File: src/design/packed_pattern_decoder_defines.svh
// ----------------------------------------------------------------------------
// Packed pattern decoder assertion macros
// Shared concurrent assertion forms, clocked on clk and muted in reset.
// ----------------------------------------------------------------------------
`ifndef PACKED_PATTERN_DECODER_DEFINES_SVH
`define PACKED_PATTERN_DECODER_DEFINES_SVH

// Same-cycle implication.
`define PPD_ASSERT_NOW(lbl, ante, cons) \
	lbl: assert property (@(posedge clk) disable iff (!arst_n) (ante) |-> (cons)) \
		else $error("ppd assertion failed");

// Next-cycle implication.
`define PPD_ASSERT_NEXT(lbl, ante, cons) \
	lbl: assert property (@(posedge clk) disable iff (!arst_n) (ante) |=> (cons)) \
		else $error("ppd assertion failed");

`endif

File: src/design/ppd_pkg.sv
// ----------------------------------------------------------------------------
// Packed pattern decoder package
// Result type, effect codes and the byte conversions of the decoder.
// ----------------------------------------------------------------------------
package ppd_pkg;

	localparam int ROWS = 64;

	localparam logic [7:0] NOTE_CUT    = 8'd254;
	localparam logic [7:0] NOTE_MAX_IN = 8'd127;
	localparam logic [7:0] INSTR_MAX   = 8'd99;
	localparam logic [7:0] VOL_MAX     = 8'd64;
	localparam logic [7:0] VOL_EMPTY   = 8'd255;

	localparam logic [7:0] EFF_TEMPO    = 8'd3;
	localparam logic [7:0] EFF_VSLIDE   = 8'd4;
	localparam logic [7:0] EFF_GVOL     = 8'd22;
	localparam logic [7:0] EFF_PAN      = 8'd24;
	localparam logic [7:0] EFF_SPECIAL  = 8'd19;
	localparam logic [7:0] PAN_SURROUND = 8'hA4;
	localparam logic [7:0] SPC_SURROUND = 8'h91;

	typedef struct packed {
		logic [5:0] row;
		logic [4:0] channel;
		logic       note_write;
		logic [7:0] note;
		logic       instr_write;
		logic [6:0] instrument;
		logic       vol_write;
		logic [6:0] volume;
		logic       fx_write;
		logic [7:0] effect;
		logic [7:0] param;
		logic       row_end;
	} res_t;

	// 12 + octave*12 + semitone, octave is 0..7 for bytes up to 127
	function automatic logic [7:0] note_conv(input logic [7:0] b);
		logic [2:0] oct;
		oct = b[6:4];
		return 8'({oct, 3'b000}) + 8'({oct, 2'b00}) + 8'd12 + 8'(b[3:0]);
	endfunction

	function automatic logic [7:0] double_sat(input logic [7:0] p);
		return p[7] ? 8'hFF : {p[6:0], 1'b0};
	endfunction

	// hex-coded tempo to decimal: lo + hi/2 + hi/8 with hi = param & 0xF0
	function automatic logic [7:0] tempo_conv(input logic [7:0] p);
		return 8'(p[3:0]) + 8'({p[7:4], 3'b000}) + 8'({p[7:4], 1'b0});
	endfunction

endpackage

File: src/design/packed_pattern_decoder.sv
// ----------------------------------------------------------------------------
// Packed pattern decoder
// Walks a packed tracker pattern byte by byte and emits cell writes and row ends.
// ----------------------------------------------------------------------------
// Takes one pattern byte per cycle while data_ready is high and emits at most
// one registered result per byte. Each entry opens with a mask
// byte (channel in bits 4:0, bit 5 note+instrument, bit 6 volume, bit 7
// effect+parameter); the cell result appears with the entry's last byte, a
// zero mask gives a row-end result. After 64 rows further bytes are dropped
// until a byte arrives with pattern_start set. The result side is a result
// register backed by a one-entry skid register, so data_ready is low only
// while both entries are full, i.e. once a second result has arrived behind
// one the result side has not yet taken; with result_ready held high the
// block sustains one byte per clock.
`include "packed_pattern_decoder_defines.svh"

module packed_pattern_decoder (
	input  logic       clk,
	input  logic       arst_n,
	input  logic       data_valid,
	output logic       data_ready,
	input  logic [7:0] data_byte,
	input  logic       pattern_start,
	output logic       result_valid,
	input  logic       result_ready,
	output logic [5:0] row,
	output logic [4:0] channel,
	output logic       note_write,
	output logic [7:0] note,
	output logic       instr_write,
	output logic [6:0] instrument,
	output logic       vol_write,
	output logic [6:0] volume,
	output logic       fx_write,
	output logic [7:0] effect,
	output logic [7:0] param,
	output logic       row_end
);
	import ppd_pkg::*;

	typedef enum logic [2:0] {
		PH_MASK,
		PH_NOTE,
		PH_INSTR,
		PH_VOL,
		PH_FX,
		PH_PARAM,
		PH_DONE
	} phase_t;

	// parse state
	phase_t     phase_q;
	logic [6:0] row_q;
	logic [7:0] mask_q;
	logic [7:0] note_q;
	logic       note_flag_q;
	logic [6:0] instr_q;
	logic [6:0] vol_q;
	logic       vol_flag_q;
	logic [7:0] fx_q;

	// result register and skid entry
	logic       out_valid_q;
	logic       skid_valid_q;
	res_t       out_q;
	res_t       skid_q;

	// next-state and result, all from the current byte
	phase_t     phase_n;
	phase_t     phase_e;
	logic [6:0] row_e;
	logic [6:0] row_n;
	logic [7:0] mask_n;
	logic [7:0] note_n;
	logic       note_flag_n;
	logic [6:0] instr_n;
	logic [6:0] vol_n;
	logic       vol_flag_n;
	logic [7:0] fx_n;
	logic       has_res;
	logic       cell_done;
	logic       fx_wr;
	logic [7:0] eff;
	logic [7:0] par;
	res_t       res;

	logic       accept;
	logic       take;

	assign data_ready = !skid_valid_q;
	assign accept     = data_valid && data_ready;
	assign take       = out_valid_q && result_ready;

	always_comb begin
		// pattern start restarts the row count and reads this byte as a mask
		phase_e     = pattern_start ? PH_MASK : phase_q;
		row_e       = pattern_start ? 7'd0 : row_q;
		phase_n     = phase_e;
		row_n       = row_e;
		mask_n      = mask_q;
		note_n      = note_q;
		note_flag_n = note_flag_q;
		instr_n     = instr_q;
		vol_n       = vol_q;
		vol_flag_n  = vol_flag_q;
		fx_n        = fx_q;
		has_res     = 1'b0;
		cell_done   = 1'b0;
		fx_wr       = 1'b0;
		eff         = fx_q;
		par         = data_byte;
		res         = '0;

		unique case (phase_e)
			PH_MASK: begin
				if (data_byte == 8'd0) begin
					has_res = 1'b1;
					row_n   = row_e + 7'd1;
					phase_n = (row_n >= 7'(ROWS)) ? PH_DONE : PH_MASK;
				end else begin
					mask_n      = data_byte;
					note_flag_n = 1'b0;
					vol_flag_n  = 1'b0;
					if (data_byte[5]) begin
						phase_n = PH_NOTE;
					end else if (data_byte[6]) begin
						phase_n = PH_VOL;
					end else if (data_byte[7]) begin
						phase_n = PH_FX;
					end else begin
						cell_done = 1'b1;
					end
				end
			end
			PH_NOTE: begin
				if (data_byte == NOTE_CUT) begin
					note_n      = NOTE_CUT;
					note_flag_n = 1'b1;
				end else if (data_byte <= NOTE_MAX_IN) begin
					note_n      = note_conv(data_byte);
					note_flag_n = 1'b1;
				end else begin
					note_flag_n = 1'b0;
				end
				phase_n = PH_INSTR;
			end
			PH_INSTR: begin
				instr_n = (data_byte <= INSTR_MAX) ? data_byte[6:0] : 7'd0;
				if (mask_q[6]) begin
					phase_n = PH_VOL;
				end else if (mask_q[7]) begin
					phase_n = PH_FX;
				end else begin
					cell_done = 1'b1;
				end
			end
			PH_VOL: begin
				if (data_byte != VOL_EMPTY) begin
					vol_n      = (data_byte <= VOL_MAX) ? data_byte[6:0] : VOL_MAX[6:0];
					vol_flag_n = 1'b1;
				end else begin
					vol_flag_n = 1'b0;
				end
				if (mask_q[7]) begin
					phase_n = PH_FX;
				end else begin
					cell_done = 1'b1;
				end
			end
			PH_FX: begin
				fx_n    = data_byte;
				phase_n = PH_PARAM;
			end
			PH_PARAM: begin
				cell_done = 1'b1;
				fx_wr     = 1'b1;
				case (fx_q)
					EFF_TEMPO: par = tempo_conv(data_byte);
					EFF_GVOL:  par = double_sat(data_byte);
					EFF_PAN: begin
						if (data_byte == PAN_SURROUND) begin
							eff = EFF_SPECIAL;
							par = SPC_SURROUND;
						end else begin
							par = double_sat(data_byte);
						end
					end
					EFF_VSLIDE: begin
						// fine slides (one nibble 0xF) and plain slides pass
						if (data_byte[3:0] != 4'h0 && data_byte[7:4] != 4'h0 &&
						    data_byte[3:0] != 4'hF && data_byte[7:4] != 4'hF) begin
							par = {4'h0, data_byte[3:0]};
						end
					end
					default: par = data_byte;
				endcase
			end
			PH_DONE: begin
				phase_n = PH_DONE;
			end
			default: begin
				phase_n = phase_e;
			end
		endcase

		res.row = row_e[5:0];
		if (cell_done) begin
			has_res         = 1'b1;
			phase_n         = PH_MASK;
			res.channel     = mask_n[4:0];
			res.note_write  = mask_n[5] && note_flag_n;
			res.note        = (mask_n[5] && note_flag_n) ? note_n : 8'd0;
			res.instr_write = mask_n[5];
			res.instrument  = mask_n[5] ? instr_n : 7'd0;
			res.vol_write   = vol_flag_n;
			res.volume      = vol_flag_n ? vol_n : 7'd0;
			res.fx_write    = fx_wr;
			res.effect      = fx_wr ? eff : 8'd0;
			res.param       = fx_wr ? par : 8'd0;
		end else begin
			res.row_end     = has_res;
		end
	end

	// parse state and transfer valids
	always_ff @(posedge clk or negedge arst_n) begin
		if (!arst_n) begin
			phase_q      <= PH_MASK;
			row_q        <= '0;
			mask_q       <= '0;
			note_q       <= '0;
			note_flag_q  <= 1'b0;
			instr_q      <= '0;
			vol_q        <= '0;
			vol_flag_q   <= 1'b0;
			fx_q         <= '0;
			out_valid_q  <= 1'b0;
			skid_valid_q <= 1'b0;
		end else begin
			if (accept) begin
				phase_q     <= phase_n;
				row_q       <= row_n;
				mask_q      <= mask_n;
				note_q      <= note_n;
				note_flag_q <= note_flag_n;
				instr_q     <= instr_n;
				vol_q       <= vol_n;
				vol_flag_q  <= vol_flag_n;
				fx_q        <= fx_n;
			end
			if (accept && has_res) begin
				if (out_valid_q && !take) begin
					skid_valid_q <= 1'b1;
				end else begin
					out_valid_q <= 1'b1;
				end
			end else if (take) begin
				if (skid_valid_q) begin
					skid_valid_q <= 1'b0;
				end else begin
					out_valid_q <= 1'b0;
				end
			end
		end
	end

	// result payload, no reset needed
	always_ff @(posedge clk) begin
		if (accept && has_res) begin
			if (out_valid_q && !take) begin
				skid_q <= res;
			end else begin
				out_q <= res;
			end
		end else if (take && skid_valid_q) begin
			out_q <= skid_q;
		end
	end

	assign result_valid = out_valid_q;
	assign row          = out_q.row;
	assign channel      = out_q.channel;
	assign note_write   = out_q.note_write;
	assign note         = out_q.note;
	assign instr_write  = out_q.instr_write;
	assign instrument   = out_q.instrument;
	assign vol_write    = out_q.vol_write;
	assign volume       = out_q.volume;
	assign fx_write     = out_q.fx_write;
	assign effect       = out_q.effect;
	assign param        = out_q.param;
	assign row_end      = out_q.row_end;

	// skid entry only fills behind a stalled result
	`PPD_ASSERT_NOW(a_skid_behind_out, skid_valid_q, out_valid_q)
	// row end carries no cell writes
	`PPD_ASSERT_NOW(a_row_end_clean, out_valid_q && out_q.row_end,
		!out_q.note_write && !out_q.instr_write && !out_q.vol_write && !out_q.fx_write)
	// finished pattern stays finished until restarted
	`PPD_ASSERT_NEXT(a_done_sticky, phase_q == PH_DONE && !(accept && pattern_start),
		phase_q == PH_DONE)
	`PPD_ASSERT_NOW(a_vol_clamped, out_valid_q && out_q.vol_write, out_q.volume <= 7'd64)
	`PPD_ASSERT_NOW(a_instr_clamped, out_valid_q && out_q.instr_write,
		out_q.instrument <= 7'd99)

endmodule

File: config.mk
export PLATFORM = sky130hd
export DESIGN_NAME = packed_pattern_decoder
export DESIGN_NICKNAME = d
export VERILOG_FILES = /design/src/design/ppd_pkg.sv /design/src/design/packed_pattern_decoder.sv
export VERILOG_INCLUDE_DIRS = /design/src /design/src/design
export SDC_FILE = /design/constraint.sdc
export NUM_CORES = 1
export LEC_CHECK = 0
export ABC_AREA = 1
export BUFFER_PORTS_ARGS = -buffer_cell sky130_fd_sc_hd__buf_2
export CAP_MARGIN = 25
export CORE_MARGIN = 2
export CORE_UTILIZATION = 64
export CTS_CLUSTER_DIAMETER = 80
export DETAILED_ROUTE_END_ITERATION = 6
export PLACE_DENSITY = 0.95
export SLEW_MARGIN = 20
export SYNTH_ARGS = -nofsm -noshare
export SYNTH_HDL_FRONTEND = slang
export SYNTH_SLANG_ARGS = --single-unit
File: constraint.sdc
create_clock -name clk -period 6.1 [get_ports clk]
set_input_delay 0.61 -clock clk [delete_from_list [all_inputs] [get_ports clk]]
set_output_delay 0.61 -clock clk [all_outputs]
set_load 0.01 [all_outputs]
Yosys cells after proc, flatten, opt, wreduce, memory -nomap -nowiden
Cells that the tools add are included.
{ "totals": {"regBits": 160, "input_bits": 13, "out_inout_bits": 56} }
{ "op_classes": {"n_addsub": 6, "magnitude_cmp": 4, "eq_ne": 18, "mux": 66, "n_bitwise": 1, "n_reduce_logical": 23} }
{ "op_table": {"columns": ["cell", "n"], "rows": [
  ["54-bit 2-to-1 mux", 3],
  ["8-bit 2-to-1 mux", 13],
  ["7-bit 2-to-1 mux", 10],
  ["47-bit 2-to-1 mux", 1],
  ["8-bit one-hot mux with 4 select lines", 1],
  ["3-bit 2-to-1 mux", 9],
  ["8-bit by 7-bit <= comparator with 1-bit output, second input constant", 3],
  ["1-bit 2-to-1 mux", 23],
  ["3-bit one-hot mux with 6 select lines", 1],
  ["8-bit by 5-bit == test with 1-bit output, second input constant", 2],
  ["8-bit == test, second input constant", 2],
  ["6-bit 2-to-1 mux", 2],
  ["3-bit == test, second input constant", 3],
  ["1-bit logical AND", 9],
  ["4-bit by 7-bit adder with 8-bit output", 1],
  ["7-bit by 4-bit adder with 8-bit output, second input constant", 1],
  ["8-bit by 4-bit adder with 8-bit output", 1],
  ["8-bit by 5-bit adder with 8-bit output", 1],
  ["8-bit by 2-bit == test with 1-bit output, second input constant", 1],
  ["8-bit by 3-bit == test with 1-bit output, second input constant", 1],
  ["8-bit logical NOT", 1],
  ["4-bit inequality test, second input constant", 2],
  ["8-bit inequality test, second input constant", 1],
  ["2-bit AND reduction", 4],
  ["15 further kinds", 22]
]} }

Depth between registers and ports, before layout
Gate-level depths: netlist of the first run.
{ "depth": {"word_depth": 11, "ltp_mapped": 15, "ltp_nobuf": 14} }

Least setup slack after synthesis of the first run
No wires, ideal clock.
{ "synth_timing": {"kind": "in2reg", "startpoint": "input port data_byte[7]", "endpoint": "register out_q, in the netlist channel[0] (enable)", "setup_ps": 425, "t_arrival_ps": 3186, "required_ps": 5675, "slack_ps": 2490, "cell_stages": 12, "path_cell_list": "buf_2 inv_2 nand2_1 nor2_1 nand3_2 nand3_4 nand2_1 nand2_2 inv_2 buf_6 buf_6 o22ai_2"} }
{ "synth_via": {"elab_chain_cells": 9} }
{ "synth_lines": {"columns": ["element", "line", "source"], "rows": [
  ["from (decl)", "packed_pattern_decoder.sv:22", "input logic [7:0] data_byte,"],
  ["1-bit 2-to-1 mux", "packed_pattern_decoder.sv:128", "end else if (data_byte[7]) begin"],
  ["1-bit 2-to-1 mux", "packed_pattern_decoder.sv:126", "end else if (data_byte[6]) begin"],
  ["1-bit 2-to-1 mux", "packed_pattern_decoder.sv:124", "if (data_byte[5]) begin"],
  ["1-bit 2-to-1 mux", "packed_pattern_decoder.sv:116", "if (data_byte == 8'd0) begin"],
  ["1-bit one-hot mux with 4 select lines", "packed_pattern_decoder.sv:114", "unique case (phase_e)"],
  ["1-bit 2-to-1 mux (*)", "packed_pattern_decoder.sv:207", "if (cell_done) begin"],
  ["1-bit logical AND (*)", "packed_pattern_decoder.sv:269", "if (accept && has_res) begin"],
  ["2-bit inequality test (no line) / 2-bit nonzero test (equally long branches)", null, null],
  ["2-bit AND reduction (no line) (*)", null, null],
  ["to (signal assigned)", "packed_pattern_decoder.sv:273", "out_q <= res;"],
  ["to (signal assigned)", "packed_pattern_decoder.sv:276", "out_q <= skid_q;"],
  ["to (decl)", "packed_pattern_decoder.sv:65", "res_t out_q;"]
]} }
Every way passes the cells marked *; elsewhere a longest branch is shown, timed or not.
A chain may end at the register's enable or synchronous reset.

Worst setup path after layout of the first run
{ "layout_timing": {"startpoint": "register skid_valid_q", "endpoint": "register skid_q[31] (netlist name) (enable)"} }
{ "layout_via": {"elab_chain_cells": 4} }
{ "layout_lines": {"columns": ["element", "line", "source"], "rows": [
  ["from (decl)", "packed_pattern_decoder.sv:64", "logic skid_valid_q;"],
  ["from (signal assigned)", "packed_pattern_decoder.sv:238", "skid_valid_q <= 1'b0;"],
  ["from (signal assigned)", "packed_pattern_decoder.sv:253", "skid_valid_q <= 1'b1;"],
  ["from (signal assigned)", "packed_pattern_decoder.sv:259", "skid_valid_q <= 1'b0;"],
  ["1-bit logical NOT", "packed_pattern_decoder.sv:90", "assign data_ready = !skid_valid_q;"],
  ["1-bit logical AND", "packed_pattern_decoder.sv:91", "assign accept = data_valid && data_ready;"],
  ["1-bit logical AND", "packed_pattern_decoder.sv:269", null],
  ["2-bit AND reduction (no line)", null, null],
  ["to (signal assigned)", "packed_pattern_decoder.sv:271", "skid_q <= res;"],
  ["to (decl)", "packed_pattern_decoder.sv:66", "res_t skid_q;"]
]} }
No other way between the ends.

==> results of run 1 <==
## cells by family (layout without fill, tap and decap cells)
logic type | after synthesis | after routing | synth area share
buffers and inverters | 132 | 210 | 0.0697
flip-flops | 160 | 160 | 0.581
adder cells (fa/ha/maj) | 20 | 20 | 0.0358
AND/OR/NAND/NOR | 420 | 420 | 0.219
XOR/XNOR | 8 | 8 | 0.00896
AO/OA/AOI/OAI | 124 | 124 | 0.0857
## layer usage
metal  vias up  routed length [µm]
met3        70                1630
met1      3004                7070
met5         -                   0
met2       387                8980
met4         0                 607
li1       2960                   -
## worst register-to-register path, stage by stage (launching register included)
cell and delay [ns]:
dfrtp_1 0.40, inv_1 0.15, nand2_1 0.08, buf_4 0.27, inv_1 0.67, nand2_2 0.21, nand2_2 0.13, buf_4 0.42
nand2_1 0.21, inv_2 0.39, buf_12 0.29
## power by group through the flow
stage                     Sequential, mW  Clock, mW  Combinational, mW
final                               1.49       1.08              0.880
after global routing                1.50       1.12              0.985
after CTS                           1.48       1.08              0.866
after detailed placement            1.49          0              0.839
after global placement              1.49          0              0.798
after floorplan                     1.50          0              0.582
## sequential cells by signal, summed over array words and instances (netlist names), 3 cells and up
register and cells:
row_q 7, row 6, note_q 8, volume 7, param 8, note 8, instr_q 7, fx_q 8
effect 8, mask_q 8, instrument 7, skid_q 54, phase_q 3, channel 5, vol_q 7
## final cells by class
type	count	area [µm²]	area share
clock buffers	19	453	0.0510
clock inverters	13	150	0.0169
inverters	103	387	0.0436
multi-input cells	572	2740	0.309
flip-flops and latches	160	4540	0.512
well taps	147	184	0.0207
repair buffers	75	415	0.0468
## synthesized netlist by cell type, drive strengths merged, types with 2 or more instances
| library cell | n |
|---|---|
| buf | 20 |
| nand3 | 39 |
| clkbuf | 9 |
| fa | 4 |
| o22ai | 7 |
| nand4 | 4 |
| edfxtp | 108 |
| dfrtp | 52 |
| a31oi | 10 |
| nor3 | 5 |
| xnor2 | 2 |
| nor2 | 80 |
| clkinv | 2 |
| nand3b | 3 |
| a21oi | 23 |
| inv | 101 |
| nand2 | 288 |
| xor2 | 6 |
| o21ai | 77 |
| ha | 16 |
## layout by cell type (no fill, tap or decap), types with 3 or more instances in the layout
| cell | Yosys | final |
|---|---|---|
| nand3_1 | 36 | 36 |
| inv_1 | 94 | 93 |
| nor3_1 | 5 | 5 |
| nand2_1 | 280 | 280 |
| nor2_1 | 76 | 76 |
| nand4_1 | 4 | 4 |
| o21ai_0 | 64 | 64 |
| clkinvlp_4 | 0 | 5 |
| inv_2 | 7 | 8 |
| edfxtp_1 | 108 | 108 |
| a21oi_1 | 23 | 23 |
| nor2_2 | 3 | 3 |
| ha_1 | 16 | 16 |
| inv_6 | 0 | 5 |
| o22ai_1 | 6 | 6 |
| nand2_2 | 8 | 8 |
| buf_2 | 16 | 68 |
| dfrtp_1 | 52 | 52 |
| buf_4 | 0 | 4 |
| clkbuf_16 | 0 | 17 |
| a31oi_1 | 10 | 10 |
| xor2_1 | 6 | 6 |
| fa_1 | 4 | 4 |
| nand3b_1 | 3 | 3 |
| o21ai_1 | 12 | 12 |
## path summary, 6_finish.rpt
| path | cells past startpoint | endpoint | slack, ns |
|---|---|---|---|
| worst max-delay path | 10 | skid_q[31] | 2.54 |
| worst min-delay path | 2 | note_q[4] | 0.31 |
| worst max register to register | 10 | skid_q[31] | 2.54 |
| worst min register to register | 2 | vol_q[3] | 0.49 |
| max in group asynchronous | 2 | result_valid | 5.32 |
| min in group clk | 2 | vol_q[3] | 0.49 |
==> results.rst, run 1 <==
.. list-table::
   :header-rows: 1

   * - Metric
     - Value
   * - Outcome
     - complete, no violations
   * - Iteration-0 DRC Markers
     - between 700 and 800
   * - Crit path max fanout
     - 43
   * - Maximum root-to-sink buffer count
     - 2
   * - Hold Slack
     - 0.307 ns
   * - Post CTS Setup Buffer Count
     - 0
   * - Effective utilization at floorplan
     - 0.654
   * - Number of H-tree levels
     - 4
   * - Final HPWL from detailed placement
     - 11600 µm
   * - Cell type with the largest total area after synthesis
     - edfxtp_1
   * - Met1 Use GR
     - 0.376
   * - Cell leakage power
     - about 3.9 nW
   * - Grt total ovfl
     - 0
   * - Final core area utilization
     - 0.742
   * - Count of warnings emitted by yosys
     - 0
   * - Share of cells above drive strength 1
     - 0.141
   * - Pin count of the biggest net entering global routing
     - 53
   * - Period Utilization, post-route
     - 0.583
   * - Slew at the pin with the worst max-slew slack
     - 0.825 ns
   * - Worst slew margin relative to its limit
     - 0.449
   * - Fill cell total of the finished layout
     - 734
   * - Clock skew
     - between 0.008 and 0.009 ns
   * - Total power
     - 3.45 mW
   * - Clock-pin slew of the registers on the worst-case setup and hold paths
     - 0.06 ns
   * - CTS Sinks
     - 160
   * - Die Width
     - 115 µm
   * - Routability-driven placement congestion ratio
     - 0.986
   * - Post-layout instance count excluding filler cells
     - 1089
   * - Clock root buffer
     - clkbuf_16
   * - Final setup fails
     - 0
   * - Remaining routing DRC violations
     - 0
   * - Clock tree from TritonCTS
     - yes
   * - Vertical die dimension
     - 115 µm
   * - Critical path origin
     - skid_valid_q
   * - Buffers and inverters on the worst path
     - 6
   * - Total Die Area
     - approximately 13000 µm²
   * - Instance area after placement
     - between 8000 and 9000 µm²
   * - Resized Gates After CTS
     - 0
   * - Aggregate routed wire length
     - ~18000 µm
   * - GRT Resource Usage Total
     - 0.293
   * - Worst path cell trace
     - inv_1 > nand2_1 > buf_4 > inv_1 > nand2_2 > nand2_2 > buf_4 > nand2_1 > inv_2 > buf_12
   * - Worst IR drop on VDD
     - approximately 0.00019 V
   * - Number of flops mapped to enable cells by yosys
     - about 110
   * - CP endpoint kind
     - flop
   * - Number of placement rows
     - 40
   * - Startpoint Class
     - flop
   * - Worst slack at placement
     - 2.56 ns
   * - Net count of the finished layout
     - 962
   * - Mean number of vias per cell
     - a little under 6
   * - Logic gate share of total power
     - 0.255
   * - Met2 routing resource usage after global routing
     - 0.482
   * - Count of buffers inserted at the top-level ports
     - 68
   * - FF+latch count, synth
     - 160
   * - Total power divided by cell area
     - around 400 nW/µm²
   * - Number of nets still failing antenna checks after routing
     - 0
   * - Number of global-route vias before repair
     - approximately 6000
   * - Max-capacitance violation count
     - 0
   * - Wire length per cell after detailed routing
     - 16.8 µm
   * - Highest achievable clock rate
     - about 280 MHz
   * - Worst skew pair latency
     - 0.43 ns
   * - Data required time at the worst endpoint
     - 6.22 ns
   * - Mean instance size in the synthesized netlist
     - 9.06 µm²
   * - Count of hold-fix buffers inserted at cts
     - 0
   * - Worst Setup Slack, final
     - 2.54 ns
   * - Cells taking the most area after synthesis
     - edfxtp_1, dfrtp_1, nand2_1
   * - Cell variety after synth
     - 38
   * - Detailed-routing iteration count for the pre-antenna-repair pass
     - 5
   * - Area Growth Syn to Fin
     - 13.4%
   * - Dominant register cell in the synthesized netlist
     - edfxtp_1
   * - Net switching component of the power
     - 1.19 mW
   * - Post-Syn Instances
     - 864
   * - Number of vias in the routed layout
     - about 6400
   * - Global-route wire length before repair
     - 29700 µm
   * - Sequential area share after synthesis
     - 0.581
   * - Fin area
     - 8870 µm²
   * - Unrepaired setup endpoints after global routing
     - false
   * - Final period demand of the worst path
     - 3.56 ns
   * - Sum of negative setup slack
     - 0 ns
   * - Cell total after placement
     - around 1100
   * - Antenna Cells
     - 0
   * - Internal power consumption
     - between 2 and 2.5 mW
   * - Arrival time of data at the critical path endpoint
     - roughly 3.7 ns
   * - Area of the core
     - 12000 µm²
   * - I/O pins
     - 69
   * - Sequential cell fraction of total power
     - 0.431
   * - Inserted Clock Buffers
     - 17
   * - Fraction of post-synthesis cell area in the top cell type by area
     - 0.415
   * - Net count after synthesis
     - 897
   * - Delay of the slowest critical-path stage
     - 0.66 ns
   * - Post-synthesis instance area
     - a little under 8000 µm²
   * - Net switching share of the total power
     - 0.346
   * - Gate family responsible for the most delay along the worst path
     - buffers and inverters
   * - Part of the power in the clock network
     - 0.314
   * - CP Class
     - reg -> reg
   * - Most utilized layer in the global route result
     - met2
   * - Kind of path behind the tightest hold check
     - in -> async
   * - Crit path max-delay cell type
     - inv_1
   * - Startpoint of the worst register-to-register path
     - skid_valid_q
   * - Share of flip-flops with an asynchronous set or reset after synthesis
     - 0.325
   * - Final Max Tran Viols
     - 0
   * - Global-route met3 utilization
     - 0.0603
   * - Final hold violations
     - 0
   * - Number of antenna violations at the first check in global routing
     - 0
Power figures use the tool's default switching activity.
==> run 2: changes to the inputs <==
ABC_AREA = 0   (was 1)
CORE_UTILIZATION = 60   (was 64)
PLACE_DENSITY = 0.92   (was 0.95)
clock period = 3.65 ns   (was 6.1 ns; I/O delays follow)
==> run 2 against run 1 <==
- die area increased by 5.0%
- clock skew decreased by 0.00059 ns
- global-route usage decreased by 2.6 points
- non-clock buffer count increased by 7
- synthesized cell count decreased by 23%
- routed wire length decreased by 2.5%
- sequential share of layout area increased by 0.15 points
- register-to-register slack got worse by 1.7 ns
- worst setup slack got worse by 1.7 ns
- clock-buffer cell count increased by 1
- largest cell class unchanged
- highest routed layer unchanged
==> results.rst, run 2 <==
.. list-table::
   :header-rows: 1

   * - Metric
     - Value
   * - Outcome
     - complete, no violations
   * - Final setup fails
     - 0 (unchanged)
   * - Max-capacitance violation count
     - 0 (unchanged)
   * - Number of antenna violations at the first check in global routing
     - 0 (unchanged)
   * - Final HPWL from detailed placement
     - 11600 µm (+0.25%)
   * - Instance area after placement
     - 8260 µm² (about the same)
   * - Global-route wire length before repair
     - 28900 µm (-2.8%)
   * - Cell leakage power
     - 3.48 nW (-11%)
   * - Sum of negative setup slack
     - 0 ns (unchanged)
   * - Clock root buffer
     - clkbuf_16
   * - Number of global-route vias before repair
     - 5638 (-7.9%)
   * - Aggregate routed wire length
     - 17800 µm (-2.5%)
   * - Number of placement rows
     - 41 (+2.5%)
   * - Slew at the pin with the worst max-slew slack
     - 0.945 ns (+0.119 ns)
   * - Post-synthesis instance area
     - 7720 µm² (-1.4%)
   * - Post CTS Setup Buffer Count
     - 0 (unchanged)
   * - Fraction of post-synthesis cell area in the top cell type by area
     - 0.420 (+0.00571)
   * - Detailed-routing iteration count for the pre-antenna-repair pass
     - 5 (unchanged)
   * - Final Max Tran Viols
     - 0 (unchanged)
   * - Die Width
     - 117 µm (+2.5%)
   * - Final period demand of the worst path
     - 2.78 ns (-0.780 ns)
   * - Share of flip-flops with an asynchronous set or reset after synthesis
     - 0.325 (unchanged)
   * - Mean instance size in the synthesized netlist
     - 11.6 µm² (+28%)
   * - Iteration-0 DRC Markers
     - 718 (-2.2%)
   * - Cells taking the most area after synthesis
     - edfxtp_1, dfrtp_1, mux2_2
   * - CP endpoint kind
     - flop
   * - Routability-driven placement congestion ratio
     - 0.933 (-5.3%)
   * - Startpoint of the worst register-to-register path
     - phase_q[1]
   * - Most used cells in the layout excluding fill and tap cells
     - edfxtp_1, nand2_1, buf_2
   * - Terminating pin of the worst hold path
     - skid_valid_q
   * - Net count of the finished layout
     - 762 (-21%)
   * - Highest achievable clock rate
     - 360 MHz (+28%)
   * - Worst skew pair latency
     - 0.43 ns (about the same)
   * - Arrival time of data at the critical path endpoint
     - 2.96 ns (-0.72 ns)
   * - Clock-pin slew of the registers on the worst-case setup and hold paths
     - 0.06 ns (about the same)
   * - Net count after synthesis
     - 697 (-22%)
   * - Final hold violations
     - 0 (unchanged)
   * - Fin area
     - 8850 µm² (-0.30%)
   * - Kind of path behind the tightest hold check
     - in -> reg
   * - Inserted Clock Buffers
     - 17 (unchanged)
   * - Sequential area share after synthesis
     - 0.589 (+0.00800)
   * - Most instantiated cells after synthesis
     - edfxtp_1, nand2_1, o21ai_0, dfrtp_1, nor2_1
   * - CTS Sinks
     - 160 (unchanged)
   * - Worst IR drop on VDD
     - 0.000384 V (+97%)
   * - Maximum root-to-sink buffer count
     - 2 (unchanged)
   * - CP Class
     - reg -> reg
   * - Grt total ovfl
     - 0 (unchanged)
   * - Worst reg-to-reg path cell count
     - 7 (-3)
   * - Dominant register cell in the synthesized netlist
     - edfxtp_1
   * - Post-layout instance count excluding filler cells
     - 912 (-16%)
   * - Worst hold path cell count
     - 2
   * - Count of buffers inserted at the top-level ports
     - 68 (unchanged)
   * - Data required time at the worst endpoint
     - 3.83 ns (-2.39 ns)
   * - Effective utilization at floorplan
     - 0.614 (-0.0400)
   * - Wire length per cell after detailed routing
     - 19.5 µm (+16%)
   * - Cell type with the largest total area after synthesis
     - edfxtp_1
   * - I/O pins
     - 69 (unchanged)
   * - Number of flops mapped to enable cells by yosys
     - 108 (unchanged)
   * - Area of the core
     - 12600 µm² (+5.1%)
   * - Unrepaired setup endpoints after global routing
     - false
   * - Cell variety after synth
     - 63 (+66%)
   * - Period Utilization, post-route
     - 0.761 (+0.178)
   * - Area Growth Syn to Fin
     - 14.7%
   * - Most used standard cell by instance count after synthesis
     - edfxtp_1
   * - Register with the most flip-flops
     - skid_q
   * - Count of warnings emitted by yosys
     - 0 (unchanged)
   * - Leading cell type in the layout, fill and taps excluded
     - edfxtp_1
   * - Vertical die dimension
     - 117 µm (+2.5%)
   * - Total power divided by cell area
     - 671 nW/µm² (+72%)
   * - Post-Syn Instances
     - 664 (-23%)
   * - Number of flip-flops in the largest register
     - 54 (unchanged)
   * - FF+latch count, synth
     - 160 (unchanged)
   * - Pin count of the biggest net entering global routing
     - 56 (+5.7%)
   * - Beginning of the worst hold path
     - result_ready
   * - Mean number of vias per cell
     - 6.22 (+5.5%)
   * - Minimum setup slack among reg-to-reg paths
     - 0.87 ns (-1.67 ns)
   * - Antenna Cells
     - 0 (unchanged)
   * - Crit path max fanout
     - 55 (+28%)
   * - Number of nets still failing antenna checks after routing
     - 0 (unchanged)
   * - Clock tree from TritonCTS
     - yes
   * - Number of vias in the routed layout
     - 5673 (-12%)
   * - Share of cells above drive strength 1
     - 0.216 (+0.0750)
   * - Worst slew margin relative to its limit
     - 0.364 (-0.0849)
   * - Total Die Area
     - 13800 µm² (+5.0%)
   * - Remaining routing DRC violations
     - 0 (unchanged)
   * - Clock skew
     - 0.00778 ns (-0.000592 ns)
   * - Startpoint Class
     - flop
   * - Critical register-to-register path endpoint
     - note[5]
   * - GRT Resource Usage Total
     - 0.267 (-0.0262)
   * - Cell total after placement
     - 881 (-17%)
   * - Number of H-tree levels
     - 4 (unchanged)
## run 2: cell count changes after synthesis, sizes merged, moves of 12 or more
cell / delta
inv: -71
nand3: -28
a22oi: +21
nand2: -207
a22o: +12
o21ai: -16
nor2: -37
mux2: +35
clkbuf: +16
nor2b: +13
## run 2: layout make-up
cell class	count	area [µm²]
flip-flops and latches	160	4540
fillers	842	3720
multi-input cells	438	2930
repair buffers	82	473
clock buffers	20	437
well taps	172	215
clock inverters	10	141
inverters	30	113
## run 2: kinds of logic (layout without fill, tap and decap cells)
kind of cell	count (synthesis)	in the layout	share of synthesized area
buffers and inverters	66	142	0.0360
flip-flops	160	160	0.589
AO/OA/AOI/OAI	169	169	0.147
multiplexers	36	36	0.0524
AND/OR/NAND/NOR	206	206	0.131
adder cells (fa/ha/maj)	20	20	0.0363
XOR/XNOR	7	7	0.00794
## run 2: worst max-delay path by stage
stage | slack, ns | depth (start not counted) | startpoint | end
3_5_place_dp | 0.46 | 10 | data_byte[3] | note[5]
6_report | 0.87 | 7 | phase_q[1] | note[5]
2_1_floorplan | 0.15 | 7 | phase_q[2] | skid_q[0]
4_1_cts | 0.90 | 7 | phase_q[1] | note[5]
3_3_place_gp | 0.66 | 10 | data_byte[6] | param[6]
5_1_grt | 0.71 | 7 | phase_q[1] | note[5]
## run 2: power breakdown
group | total, mW | leakage (nW) | internal, mW | switching (mW)
registers | 2.62 | 1.65 | 2.33 | 0.283
clock network | 1.76 | 0.264 | 1.07 | 0.697
logic | 1.55 | 1.56 | 0.603 | 0.951
## run 2: through the flow
step | hold slack (ns) | util | total power, mW | worst slack (ns)
after CTS | 0.170 | 0.704 | 5.94 | 0.903
after floorplan | 0.0694 | - | 3.66 | 0.145
after detailed placement | 0.333 | 0.657 | 4.16 | 0.460
after global placement | 0.325 | 0.657 | 4.07 | 0.657
after global routing | 0.176 | 0.704 | 6.21 | 0.714
final | 0.178 | 0.704 | 5.93 | 0.873
## run 2: routing by layer
layer / vias up / global-route usage / wire, µm
met1: 2732 / 0.347 / 7200
met4: 0 / 0.123 / 545
met3: 58 / 0.0598 / 1340
met5: - / 0 / 0
li1: 2583 / - / -
met2: 300 / 0.432 / 8730
## run 2: critical path, stage by stage (launching register included)
cell and delay (ns):
dfrtp_1 0.57, and2b_1 0.32, o21ai_0 0.20, a21oi_1 0.09, buf_4 0.19, o21ai_4 0.41, buf_12 0.31, mux2_2 0.39
## run 2: what timing repair did
action / 4_1_cts / 5_1_grt
setup endpoints to repair: 0 / 0
gates resized for setup: 0 / 0
endpoints found under the hold margin: 16 / 0
hold buffers: 1 / 0
